--- src/rtl/pmd_pkg.sv ---
// ----------------------------------------------------------------------------
// pmd_pkg
// Shared types and constants for the peer message deframer.
// ----------------------------------------------------------------------------
`default_nettype none

package pmd_pkg;

    localparam int PieceCountWidth = 21;
    localparam int BlockLimitWidth = 18;
    localparam int QueueDepthDefault = 2;

    localparam logic [PieceCountWidth-1:0] PieceCountReset = 21'd1;
    localparam logic [BlockLimitWidth-1:0] BlockLimitReset = 18'd16384;

    localparam logic [0:0] REG_PIECE_COUNT = 1'b0;
    localparam logic [0:0] REG_BLOCK_LIMIT = 1'b1;

    typedef enum logic [3:0] {
        KIND_KEEPALIVE = 4'd0,
        KIND_CONTROL   = 4'd1,
        KIND_HAVE      = 4'd2,
        KIND_REQUEST   = 4'd3,
        KIND_PORT      = 4'd4,
        KIND_BITFIELD  = 4'd5,
        KIND_PIECE_HDR = 4'd6,
        KIND_PIECE     = 4'd7,
        KIND_ERROR     = 4'd8
    } kind_t;

    localparam logic [1:0] ERR_NONE   = 2'd0;
    localparam logic [1:0] ERR_TYPE   = 2'd1;
    localparam logic [1:0] ERR_LENGTH = 2'd2;

    localparam logic [3:0] TYPE_HAVE     = 4'd4;
    localparam logic [3:0] TYPE_BITFIELD = 4'd5;
    localparam logic [3:0] TYPE_REQUEST  = 4'd6;
    localparam logic [3:0] TYPE_PIECE    = 4'd7;
    localparam logic [3:0] TYPE_CANCEL   = 4'd8;
    localparam logic [3:0] TYPE_PORT     = 4'd9;

    typedef struct packed {
        logic [3:0]  kind;
        logic [3:0]  msg_code;
        logic [31:0] field_index;
        logic [31:0] field_begin;
        logic [31:0] field_length;
        logic [7:0]  payload_byte;
        logic        last;
        logic [1:0]  error_code;
    } result_t;

endpackage

`default_nettype wire

--- src/rtl/pmd_front.sv ---
// ----------------------------------------------------------------------------
// pmd_front
// Parses the byte stream and forms one result per byte where one is due.
// ----------------------------------------------------------------------------
`default_nettype none

module pmd_front (
    input  wire logic                                aclk,
    input  wire logic                                aresetn,
    input  wire logic [pmd_pkg::PieceCountWidth-1:0] piece_count,
    input  wire logic [pmd_pkg::BlockLimitWidth-1:0] block_limit,
    input  wire logic                                in_valid,
    input  wire logic [7:0]                          in_byte,
    input  wire logic                                in_resync,
    output pmd_pkg::result_t                         res,
    output logic                                     res_valid
);
    import pmd_pkg::*;

    typedef enum logic [4:0] {
        PH_LEN     = 5'b00001,
        PH_TYPE    = 5'b00010,
        PH_FIELDS  = 5'b00100,
        PH_PAYLOAD = 5'b01000,
        PH_ERROR   = 5'b10000
    } phase_t;

    phase_t      phase_reg, phase_next;
    logic [31:0] len_reg, len_next;
    logic [31:0] left_reg, left_next;
    logic [3:0]  type_reg, type_next;
    logic [31:0] a_reg, a_next, b_reg, b_next, c_reg, c_next;
    logic [3:0]  cnt_reg, cnt_next;
    logic        len_ok;
    logic [31:0] bf_len, pc_max;
    logic [3:0]  fbytes;
    logic [31:0] len_shift;

    assign bf_len    = 32'd1 + 32'(({11'd0, piece_count} + 32'd7) >> 3);
    assign pc_max    = 32'd9 + 32'(block_limit);
    assign len_shift = {len_reg[23:0], in_byte};

    always_comb begin
        case (in_byte[3:0])
            TYPE_HAVE:     len_ok = (len_reg == 32'd5);
            TYPE_BITFIELD: len_ok = (len_reg == bf_len);
            TYPE_REQUEST:  len_ok = (len_reg == 32'd13);
            TYPE_PIECE:    len_ok = (len_reg >= 32'd10) && (len_reg <= pc_max);
            TYPE_PORT:     len_ok = (len_reg == 32'd3);
            default:       len_ok = (len_reg == 32'd1);
        endcase
        case (type_reg)
            TYPE_HAVE:    fbytes = 4'd4;
            TYPE_REQUEST: fbytes = 4'd12;
            TYPE_PIECE:   fbytes = 4'd8;
            default:      fbytes = 4'd2;
        endcase
    end

    always_comb begin
        phase_next = phase_reg;
        len_next   = len_reg;
        left_next  = left_reg;
        type_next  = type_reg;
        a_next     = a_reg;
        b_next     = b_reg;
        c_next     = c_reg;
        cnt_next   = cnt_reg;
        res        = '0;
        res_valid  = 1'b0;
        if (in_valid) begin
            if (in_resync) begin
                phase_next = PH_LEN;
                len_next   = '0;
                left_next  = '0;
                cnt_next   = '0;
            end else begin
                unique case (phase_reg)
                    PH_LEN: begin
                        len_next = len_shift;
                        cnt_next = cnt_reg + 4'd1;
                        if (cnt_reg == 4'd3) begin
                            cnt_next = '0;
                            if (len_shift == 32'd0) begin
                                res_valid = 1'b1;
                                res.kind  = KIND_KEEPALIVE;
                            end else begin
                                phase_next = PH_TYPE;
                            end
                        end
                    end
                    PH_TYPE: begin
                        if (in_byte >= 8'd10) begin
                            phase_next     = PH_ERROR;
                            res_valid      = 1'b1;
                            res.kind       = KIND_ERROR;
                            res.error_code = ERR_TYPE;
                        end else if (!len_ok) begin
                            phase_next     = PH_ERROR;
                            res_valid      = 1'b1;
                            res.kind       = KIND_ERROR;
                            res.msg_code   = in_byte[3:0];
                            res.error_code = ERR_LENGTH;
                        end else if (in_byte[3:0] == TYPE_CANCEL) begin
                            phase_next     = PH_ERROR;
                            res_valid      = 1'b1;
                            res.kind       = KIND_ERROR;
                            res.msg_code   = TYPE_CANCEL;
                            res.error_code = ERR_TYPE;
                        end else begin
                            type_next = in_byte[3:0];
                            if (in_byte < 8'd4) begin
                                phase_next   = PH_LEN;
                                len_next     = '0;
                                left_next    = '0;
                                cnt_next     = '0;
                                res_valid    = 1'b1;
                                res.kind     = KIND_CONTROL;
                                res.msg_code = in_byte[3:0];
                            end else if (in_byte[3:0] == TYPE_BITFIELD) begin
                                left_next = len_reg - 32'd1;
                                if (len_reg == 32'd1) begin
                                    phase_next = PH_LEN;
                                    len_next   = '0;
                                    cnt_next   = '0;
                                end else begin
                                    phase_next = PH_PAYLOAD;
                                end
                            end else begin
                                a_next     = '0;
                                b_next     = '0;
                                c_next     = '0;
                                cnt_next   = '0;
                                phase_next = PH_FIELDS;
                            end
                        end
                    end
                    PH_FIELDS: begin
                        case (cnt_reg[3:2])
                            2'd0:    a_next = {a_reg[23:0], in_byte};
                            2'd1:    b_next = {b_reg[23:0], in_byte};
                            default: c_next = {c_reg[23:0], in_byte};
                        endcase
                        cnt_next = cnt_reg + 4'd1;
                        if (cnt_next == fbytes) begin
                            res_valid    = 1'b1;
                            res.msg_code = type_reg;
                            if (type_reg == TYPE_PIECE) begin
                                left_next        = len_reg - 32'd9;
                                cnt_next         = '0;
                                phase_next       = PH_PAYLOAD;
                                res.kind         = KIND_PIECE_HDR;
                                res.field_index  = a_reg;
                                res.field_begin  = b_next;
                                res.field_length = len_reg - 32'd9;
                            end else begin
                                phase_next = PH_LEN;
                                len_next   = '0;
                                left_next  = '0;
                                cnt_next   = '0;
                                if (type_reg == TYPE_HAVE) begin
                                    res.kind        = KIND_HAVE;
                                    res.field_index = a_next;
                                end else if (type_reg == TYPE_REQUEST) begin
                                    res.kind         = KIND_REQUEST;
                                    res.field_index  = a_reg;
                                    res.field_begin  = b_reg;
                                    res.field_length = c_next;
                                end else begin
                                    res.kind        = KIND_PORT;
                                    res.field_index = {16'd0, a_next[15:0]};
                                end
                            end
                        end
                    end
                    PH_PAYLOAD: begin
                        left_next        = left_reg - 32'd1;
                        res_valid        = 1'b1;
                        res.kind         = (type_reg == TYPE_PIECE) ? KIND_PIECE : KIND_BITFIELD;
                        res.msg_code     = type_reg;
                        res.payload_byte = in_byte;
                        res.last         = (left_reg == 32'd1);
                        if (left_reg == 32'd1) begin
                            phase_next = PH_LEN;
                            len_next   = '0;
                            cnt_next   = '0;
                        end
                    end
                    PH_ERROR: begin
                    end
                    default: begin
                        phase_next = PH_LEN;
                    end
                endcase
            end
        end
    end

    always_ff @(posedge aclk) begin
        if (!aresetn) begin
            phase_reg <= PH_LEN;
            len_reg   <= '0;
            left_reg  <= '0;
            type_reg  <= '0;
            cnt_reg   <= '0;
            a_reg     <= '0;
            b_reg     <= '0;
            c_reg     <= '0;
        end else begin
            phase_reg <= phase_next;
            len_reg   <= len_next;
            left_reg  <= left_next;
            type_reg  <= type_next;
            cnt_reg   <= cnt_next;
            a_reg     <= a_next;
            b_reg     <= b_next;
            c_reg     <= c_next;
        end
    end

endmodule

`default_nettype wire

--- src/rtl/pmd_queue.sv ---
// ----------------------------------------------------------------------------
// pmd_queue
// Short result queue between the parser and the output port.
// ----------------------------------------------------------------------------
`default_nettype none

module pmd_queue #(
    parameter int Depth = pmd_pkg::QueueDepthDefault
) (
    input  wire logic             aclk,
    input  wire logic             aresetn,
    input  wire logic             wr_en,
    input  wire pmd_pkg::result_t wr_data,
    output logic                  wr_ready,
    output logic                  rd_valid,
    output pmd_pkg::result_t      rd_data,
    input  wire logic             rd_en
);
    import pmd_pkg::*;

    localparam int AW = (Depth > 1) ? $clog2(Depth) : 1;

    result_t        mem_reg [Depth];
    logic [AW-1:0]  wp_reg, rp_reg;
    logic [AW:0]    cnt_reg;
    logic           do_wr, do_rd;

    assign wr_ready = (cnt_reg != (AW+1)'(Depth));
    assign rd_valid = (cnt_reg != '0);
    assign rd_data  = mem_reg[rp_reg];
    assign do_wr    = wr_en && wr_ready;
    assign do_rd    = rd_en && rd_valid;

    always_ff @(posedge aclk) begin
        if (do_wr) begin
            mem_reg[wp_reg] <= wr_data;
        end
    end

    always_ff @(posedge aclk) begin
        if (!aresetn) begin
            wp_reg  <= '0;
            rp_reg  <= '0;
            cnt_reg <= '0;
        end else begin
            if (do_wr) begin
                wp_reg <= (wp_reg == AW'(Depth - 1)) ? '0 : wp_reg + AW'(1);
            end
            if (do_rd) begin
                rp_reg <= (rp_reg == AW'(Depth - 1)) ? '0 : rp_reg + AW'(1);
            end
            cnt_reg <= cnt_reg + (AW+1)'(do_wr) - (AW+1)'(do_rd);
        end
    end

endmodule

`default_nettype wire

--- src/rtl/peer_message_deframer.sv ---
// A result enters the registered result queue with the byte that completes it; the queue drives m_.
// Throughput: one byte per cycle; s_ready drops only while the 2-entry result queue is full.
// Each byte is parsed combinationally by the front parser; the queue decouples output stalls.
// Reset (aresetn low, synchronous): parser waits for a length prefix, queue empties,
// piece_count returns to 1 and block_limit to 16384.
// ----------------------------------------------------------------------------
// peer_message_deframer
// Splits a peer-wire byte stream into message results.
// ----------------------------------------------------------------------------
`default_nettype none

module peer_message_deframer #(
    parameter int QueueDepth = pmd_pkg::QueueDepthDefault
) (
    input  wire logic         aclk,
    input  wire logic         aresetn,
    input  wire logic         cfg_we,
    input  wire logic         cfg_index,
    input  wire logic [20:0]  cfg_data,
    input  wire logic         s_valid,
    output logic              s_ready,
    input  wire logic [7:0]   s_data_byte,
    input  wire logic         s_resync,
    output logic              m_valid,
    input  wire logic         m_ready,
    output logic [3:0]        m_kind,
    output logic [3:0]        m_msg_code,
    output logic [31:0]       m_field_index,
    output logic [31:0]       m_field_begin,
    output logic [31:0]       m_field_length,
    output logic [7:0]        m_payload_byte,
    output logic              m_last,
    output logic [1:0]        m_error_code
);
    import pmd_pkg::*;

    logic [PieceCountWidth-1:0] piece_count_reg;
    logic [BlockLimitWidth-1:0] block_limit_reg;
    result_t                    fr_res, q_res;
    logic                       fr_valid, q_ready;

    always_ff @(posedge aclk) begin
        if (!aresetn) begin
            piece_count_reg <= PieceCountReset;
            block_limit_reg <= BlockLimitReset;
        end else if (cfg_we) begin
            if (cfg_index == REG_PIECE_COUNT) begin
                piece_count_reg <= cfg_data;
            end else begin
                block_limit_reg <= cfg_data[BlockLimitWidth-1:0];
            end
        end
    end

    assign s_ready = q_ready;

    pmd_front u_front (
        .aclk        (aclk),
        .aresetn     (aresetn),
        .piece_count (piece_count_reg),
        .block_limit (block_limit_reg),
        .in_valid    (s_valid && s_ready),
        .in_byte     (s_data_byte),
        .in_resync   (s_resync),
        .res         (fr_res),
        .res_valid   (fr_valid)
    );

    pmd_queue #(.Depth(QueueDepth)) u_queue (
        .aclk     (aclk),
        .aresetn  (aresetn),
        .wr_en    (fr_valid),
        .wr_data  (fr_res),
        .wr_ready (q_ready),
        .rd_valid (m_valid),
        .rd_data  (q_res),
        .rd_en    (m_ready)
    );

    assign m_kind         = q_res.kind;
    assign m_msg_code     = q_res.msg_code;
    assign m_field_index  = q_res.field_index;
    assign m_field_begin  = q_res.field_begin;
    assign m_field_length = q_res.field_length;
    assign m_payload_byte = q_res.payload_byte;
    assign m_last         = q_res.last;
    assign m_error_code   = q_res.error_code;

endmodule

`default_nettype wire

--- config.mk ---
export PLATFORM = sky130hd
export DESIGN_NAME = peer_message_deframer
export DESIGN_NICKNAME = d
export VERILOG_FILES = /design/src/rtl/pmd_pkg.sv /design/src/rtl/pmd_front.sv /design/src/rtl/pmd_queue.sv /design/src/rtl/peer_message_deframer.sv
export SDC_FILE = /design/constraint.sdc
export NUM_CORES = 1
export LEC_CHECK = 0
export BUFFER_PORTS_ARGS = -buffer_cell sky130_fd_sc_hd__buf_2
export CAP_MARGIN = 20
export CELL_PAD_IN_SITES_DETAIL_PLACEMENT = 1
export CELL_PAD_IN_SITES_GLOBAL_PLACEMENT = 1
export CORE_MARGIN = 5
export CORE_UTILIZATION = 44
export CTS_CLUSTER_SIZE = 16
export DETAILED_ROUTE_END_ITERATION = 16
export PLACE_DENSITY_LB_ADDON = 0.05
export SLEW_MARGIN = 20
export SYNTH_ARGS = -nofsm -noshare
export SYNTH_HDL_FRONTEND = slang
export SYNTH_SLANG_ARGS = --single-unit
--- constraint.sdc ---
create_clock -name aclk -period 6.2 [get_ports aclk]
set_clock_uncertainty 0.15 [all_clocks]
set_input_delay 0.62 -clock aclk [delete_from_list [all_inputs] [get_ports aclk]]
set_output_delay 0.62 -clock aclk [all_outputs]
set_load 0.01 [all_outputs]
==> key figures <==
Floorplan
  • Die width: 237 µm
  • Die Area: 56,200 µm²
  • Initial Util: 0.443
  • Core area: 51,200 µm²
  • Die height: 237 µm
  • Site row count: 83
  • # IOs: 153

Setup path
  • Worst path top cell family by delay: compound AO/OA/AOI/OAI gates
  • Startpoint types: flop
  • Slowest stage delay, CP: 0.60 ns
  • Crit path DAT: 5.44 ns
  • CP max-delay cell: o31ai_2
  • Critical-path cell list: o31ai_2 -> xnor2_1 -> ha_1 -> nand4_1 -> a2111o_1 -> o311a_1 -> nor3_2 -> mux2i_1 -> a21boi_4 -> a32oi_1 -> a21oi_1 -> or3_1 -> clkinvlp_4 -> buf_12
  • CP Capture Type: flop
  • Worst path buffer plus inverter count: 2
  • FF-to-FF setup slack: 0.84 ns
  • Worst-path fanout max: 87
  • Crit path required time: 6.28 ns
  • WS Path Type: reg2reg

Clock tree
  • Clock latency on the worst-skew pair: 0.60 ns
  • CTS Buf Count: 47
  • Clock transition at the registers of the reported paths: 0.06 ns
  • Number of setup buffers added after CTS: 0
  • Cts repair resizes: 0
  • Clock sinks: 447
  • CTS max path bufs: 3
  • Hold Buf Count CTS: 0
  • CTS tree: built
  • H-tree depth: 2
  • Root Driver: clkbuf_16

Drt
  • DRT Pass-1 Iters: 5
  • DR WL/cell: 24.1 µm
  • Vias per cell: 6.02
  • Drt total wl: 73,200 µm
  • DRC viols: 0
  • DRT iter0 DRCs: 1,272
  • DR vias: 18,300
  • Antenna Nets Post-Route: 0

Synthesis
  • Area contributors post-synth: edfxtp_1 (30%), dfxtp_1 (19%), mux2_2 (6.6%), a22o_1 (5.0%), nand2_1 (4.0%)
  • Unique masters post-synth: 93
  • Async SR Flop Fraction: 0
  • Syn avg cell area: 10.1 µm²
  • Seq/Total Area, Yosys: 0.496
  • #FFs+latches synth: 447
  • Most frequent cells after synthesis: nand2_1 (239), edfxtp_1 (230), nor2_1 (222), dfxtp_1 (217), a21oi_1 (154)
  • Area leader, netlist: edfxtp_1
  • Cells after Synth: 2,237
  • EDFF count, synth: 230
  • Syn. warnings: 0
  • Ys flop type: edfxtp_1
  • Post-synth top area share: 0.304
  • Count leader, synth: nand2_1
  • Mapped cell area: 22,700 µm²
  • Post-synth net total: 2,302

STA
  • Worst slew pin tran: 0.936 ns
  • Final period util: 0.864
  • Setup TNS: 0 ns
  • Fmax: 187 MHz
  • Final hold vios: 0
  • RSZ-0062 raised after global routing: no
  • Setup ws final: 0.844 ns
  • Slew Viols, Final: 0
  • Final setup fails: 0
  • Slew HR: 0.376
  • Tmin final: 5.36 ns

Power
  • Peak VDD IR: 0.211 mV
  • Cell area power density: 279 nW/µm²
  • Leak: 8.34 nW
  • Total power: 7.20 mW

Final layout
  • Syn-to-layout area delta: 13.7%
  • Max reg flops: 230
  • Fillers: 5,613
  • Layout cell share with drive strength beyond 1: 0.196
  • Final nets: 2,380

Run
  • Max_cap viols: 0

Global routing
  • Tot GR Track Use: 0.249
  • Largest net degree at the start of global routing: 93
  • Vias in the first global route: 18,300
  • Antenna violations before repair: 0
  • First-pass GRT wire length: 111,000 µm
  • GR Overflow Total: 0

Place
  • PortBufs: 152
  • HPWL after detailed placement: 51,000 µm
  • GPL Wtd Cong: 0.916
  • DP Worst Slack: 0.849 ns

Status
  • Outcome: complete, no violations

Hold path
  • Worst hold path class: in2reg
==> through the flow <==
| step | hold slack [ns] | instance area [µm²] | cells | util |
|---|---|---|---|---|
| 4_1_cts | 0.106 | 25800 | 3031 | 0.503 |
| 5_1_grt | 0.130 | 25800 | 3033 | 0.504 |
| 2_1_floorplan | 0.289 | 22700 | 2237 | - |
| 3_3_place_gp | 0.302 | 24000 | 2944 | 0.469 |
| 6_report | 0.138 | 25800 | 3034 | 0.504 |
| 3_5_place_dp | 0.308 | 24000 | 2944 | 0.469 |
==> worst paths after layout <==
kind                            depth (start not counted)                                end                            start
worst max-delay path                                   14  u_queue.mem_reg[0][105]$_DFFE_PP_  piece_count_reg[0]$_SDFFE_PN1P_
worst min-delay path                                    3   piece_count_reg[20]$_SDFFE_PN0P_                     cfg_data[20]
worst max register to register                         14  u_queue.mem_reg[0][105]$_DFFE_PP_  piece_count_reg[0]$_SDFFE_PN1P_
worst min register to register                          1     u_front.a_reg[29]$_SDFFE_PN0P_   u_front.a_reg[29]$_SDFFE_PN0P_
==> placed cells by master, fill, tap and decap left out, types with 8 or more instances in the layout <==
master / synthesis / layout
xor2_1: 43 / 43
and3_1: 18 / 18
o31a_1: 9 / 9
nor2b_1: 15 / 15
dfxtp_1: 217 / 215
xnor2_1: 54 / 54
ha_1: 29 / 29
mux2i_1: 43 / 43
a21oi_1: 154 / 154
nand2b_1: 16 / 16
nand3_1: 56 / 56
bufinv_16: 0 / 12
o22ai_1: 15 / 15
edfxtp_1: 230 / 230
mux2_2: 133 / 133
buf_2: 2 / 152
or3_1: 26 / 26
clkinv_2: 0 / 10
nor2_1: 222 / 220
a21o_1: 12 / 12
or4_1: 15 / 15
nand4_1: 21 / 21
o31ai_1: 16 / 14
o211ai_1: 8 / 8
a22o_1: 130 / 130
nor3_1: 45 / 42
buf_4: 2 / 41
and2_1: 12 / 11
a22oi_1: 53 / 53
nor4_1: 33 / 31
inv_1: 21 / 19
clkbuf_16: 0 / 47
nand2_1: 239 / 238
o21ai_0: 58 / 58
==> final cells by class <==
type | instances | area, µm² | area share
flip-flops and latches | 447 | 11300 | 0.436
clock inverters | 33 | 520 | 0.0202
well taps | 680 | 851 | 0.0330
repair buffers | 197 | 1160 | 0.0448
clock buffers | 54 | 1220 | 0.0473
inverters | 21 | 82.6 | 0.00320
multi-input cells | 1601 | 10700 | 0.415
diodes | 1 | 2.50 | 0.0000969
==> layer usage <==
metal  vias to the layer above  global-route usage  share of wire
li1                       8432                   -              -
met1                      9244               0.338           0.45
met2                       455               0.424           0.49
met3                       124              0.0298          0.042
met4                         0              0.0679          0.027
met5                         -                   0              0
==> worst reg2reg max path: stages (launching register included) <==
cell	delay, ns
dfxtp_1	0.37
o31ai_2	0.60
xnor2_1	0.19
ha_1	0.32
nand4_1	0.15
a2111o_1	0.51
o311a_1	0.42
nor3_2	0.20
mux2i_1	0.13
a21boi_4	0.21
a32oi_1	0.53
a21oi_1	0.23
or3_1	0.41
clkinvlp_4	0.12
buf_12	0.36
==> report_power, final <==
part           switching (mW)  leakage [nW]  total [mW]  internal (mW)
Combinational           0.529          4.07       0.858          0.329
Clock                    1.23         0.843        3.16           1.93
Sequential             0.0697          3.43        3.18           3.11
Total                    1.83          8.34        7.20           5.37
==> cell families (layout without fill, tap and decap cells) <==
group	count (synthesis)	in the layout	synth area share
AOI/OAI and AO/OA	532	532	0.168
adders and majority gates	29	29	0.0160
buffers and inverters	189	305	0.0355
and+or+nand+nor	765	765	0.161
DFF	447	447	0.496
muxes	177	177	0.0856
other	0	1	0
xor gates and xnor gates	98	98	0.0381
Note: power is estimated with default switching activity, not from simulation.
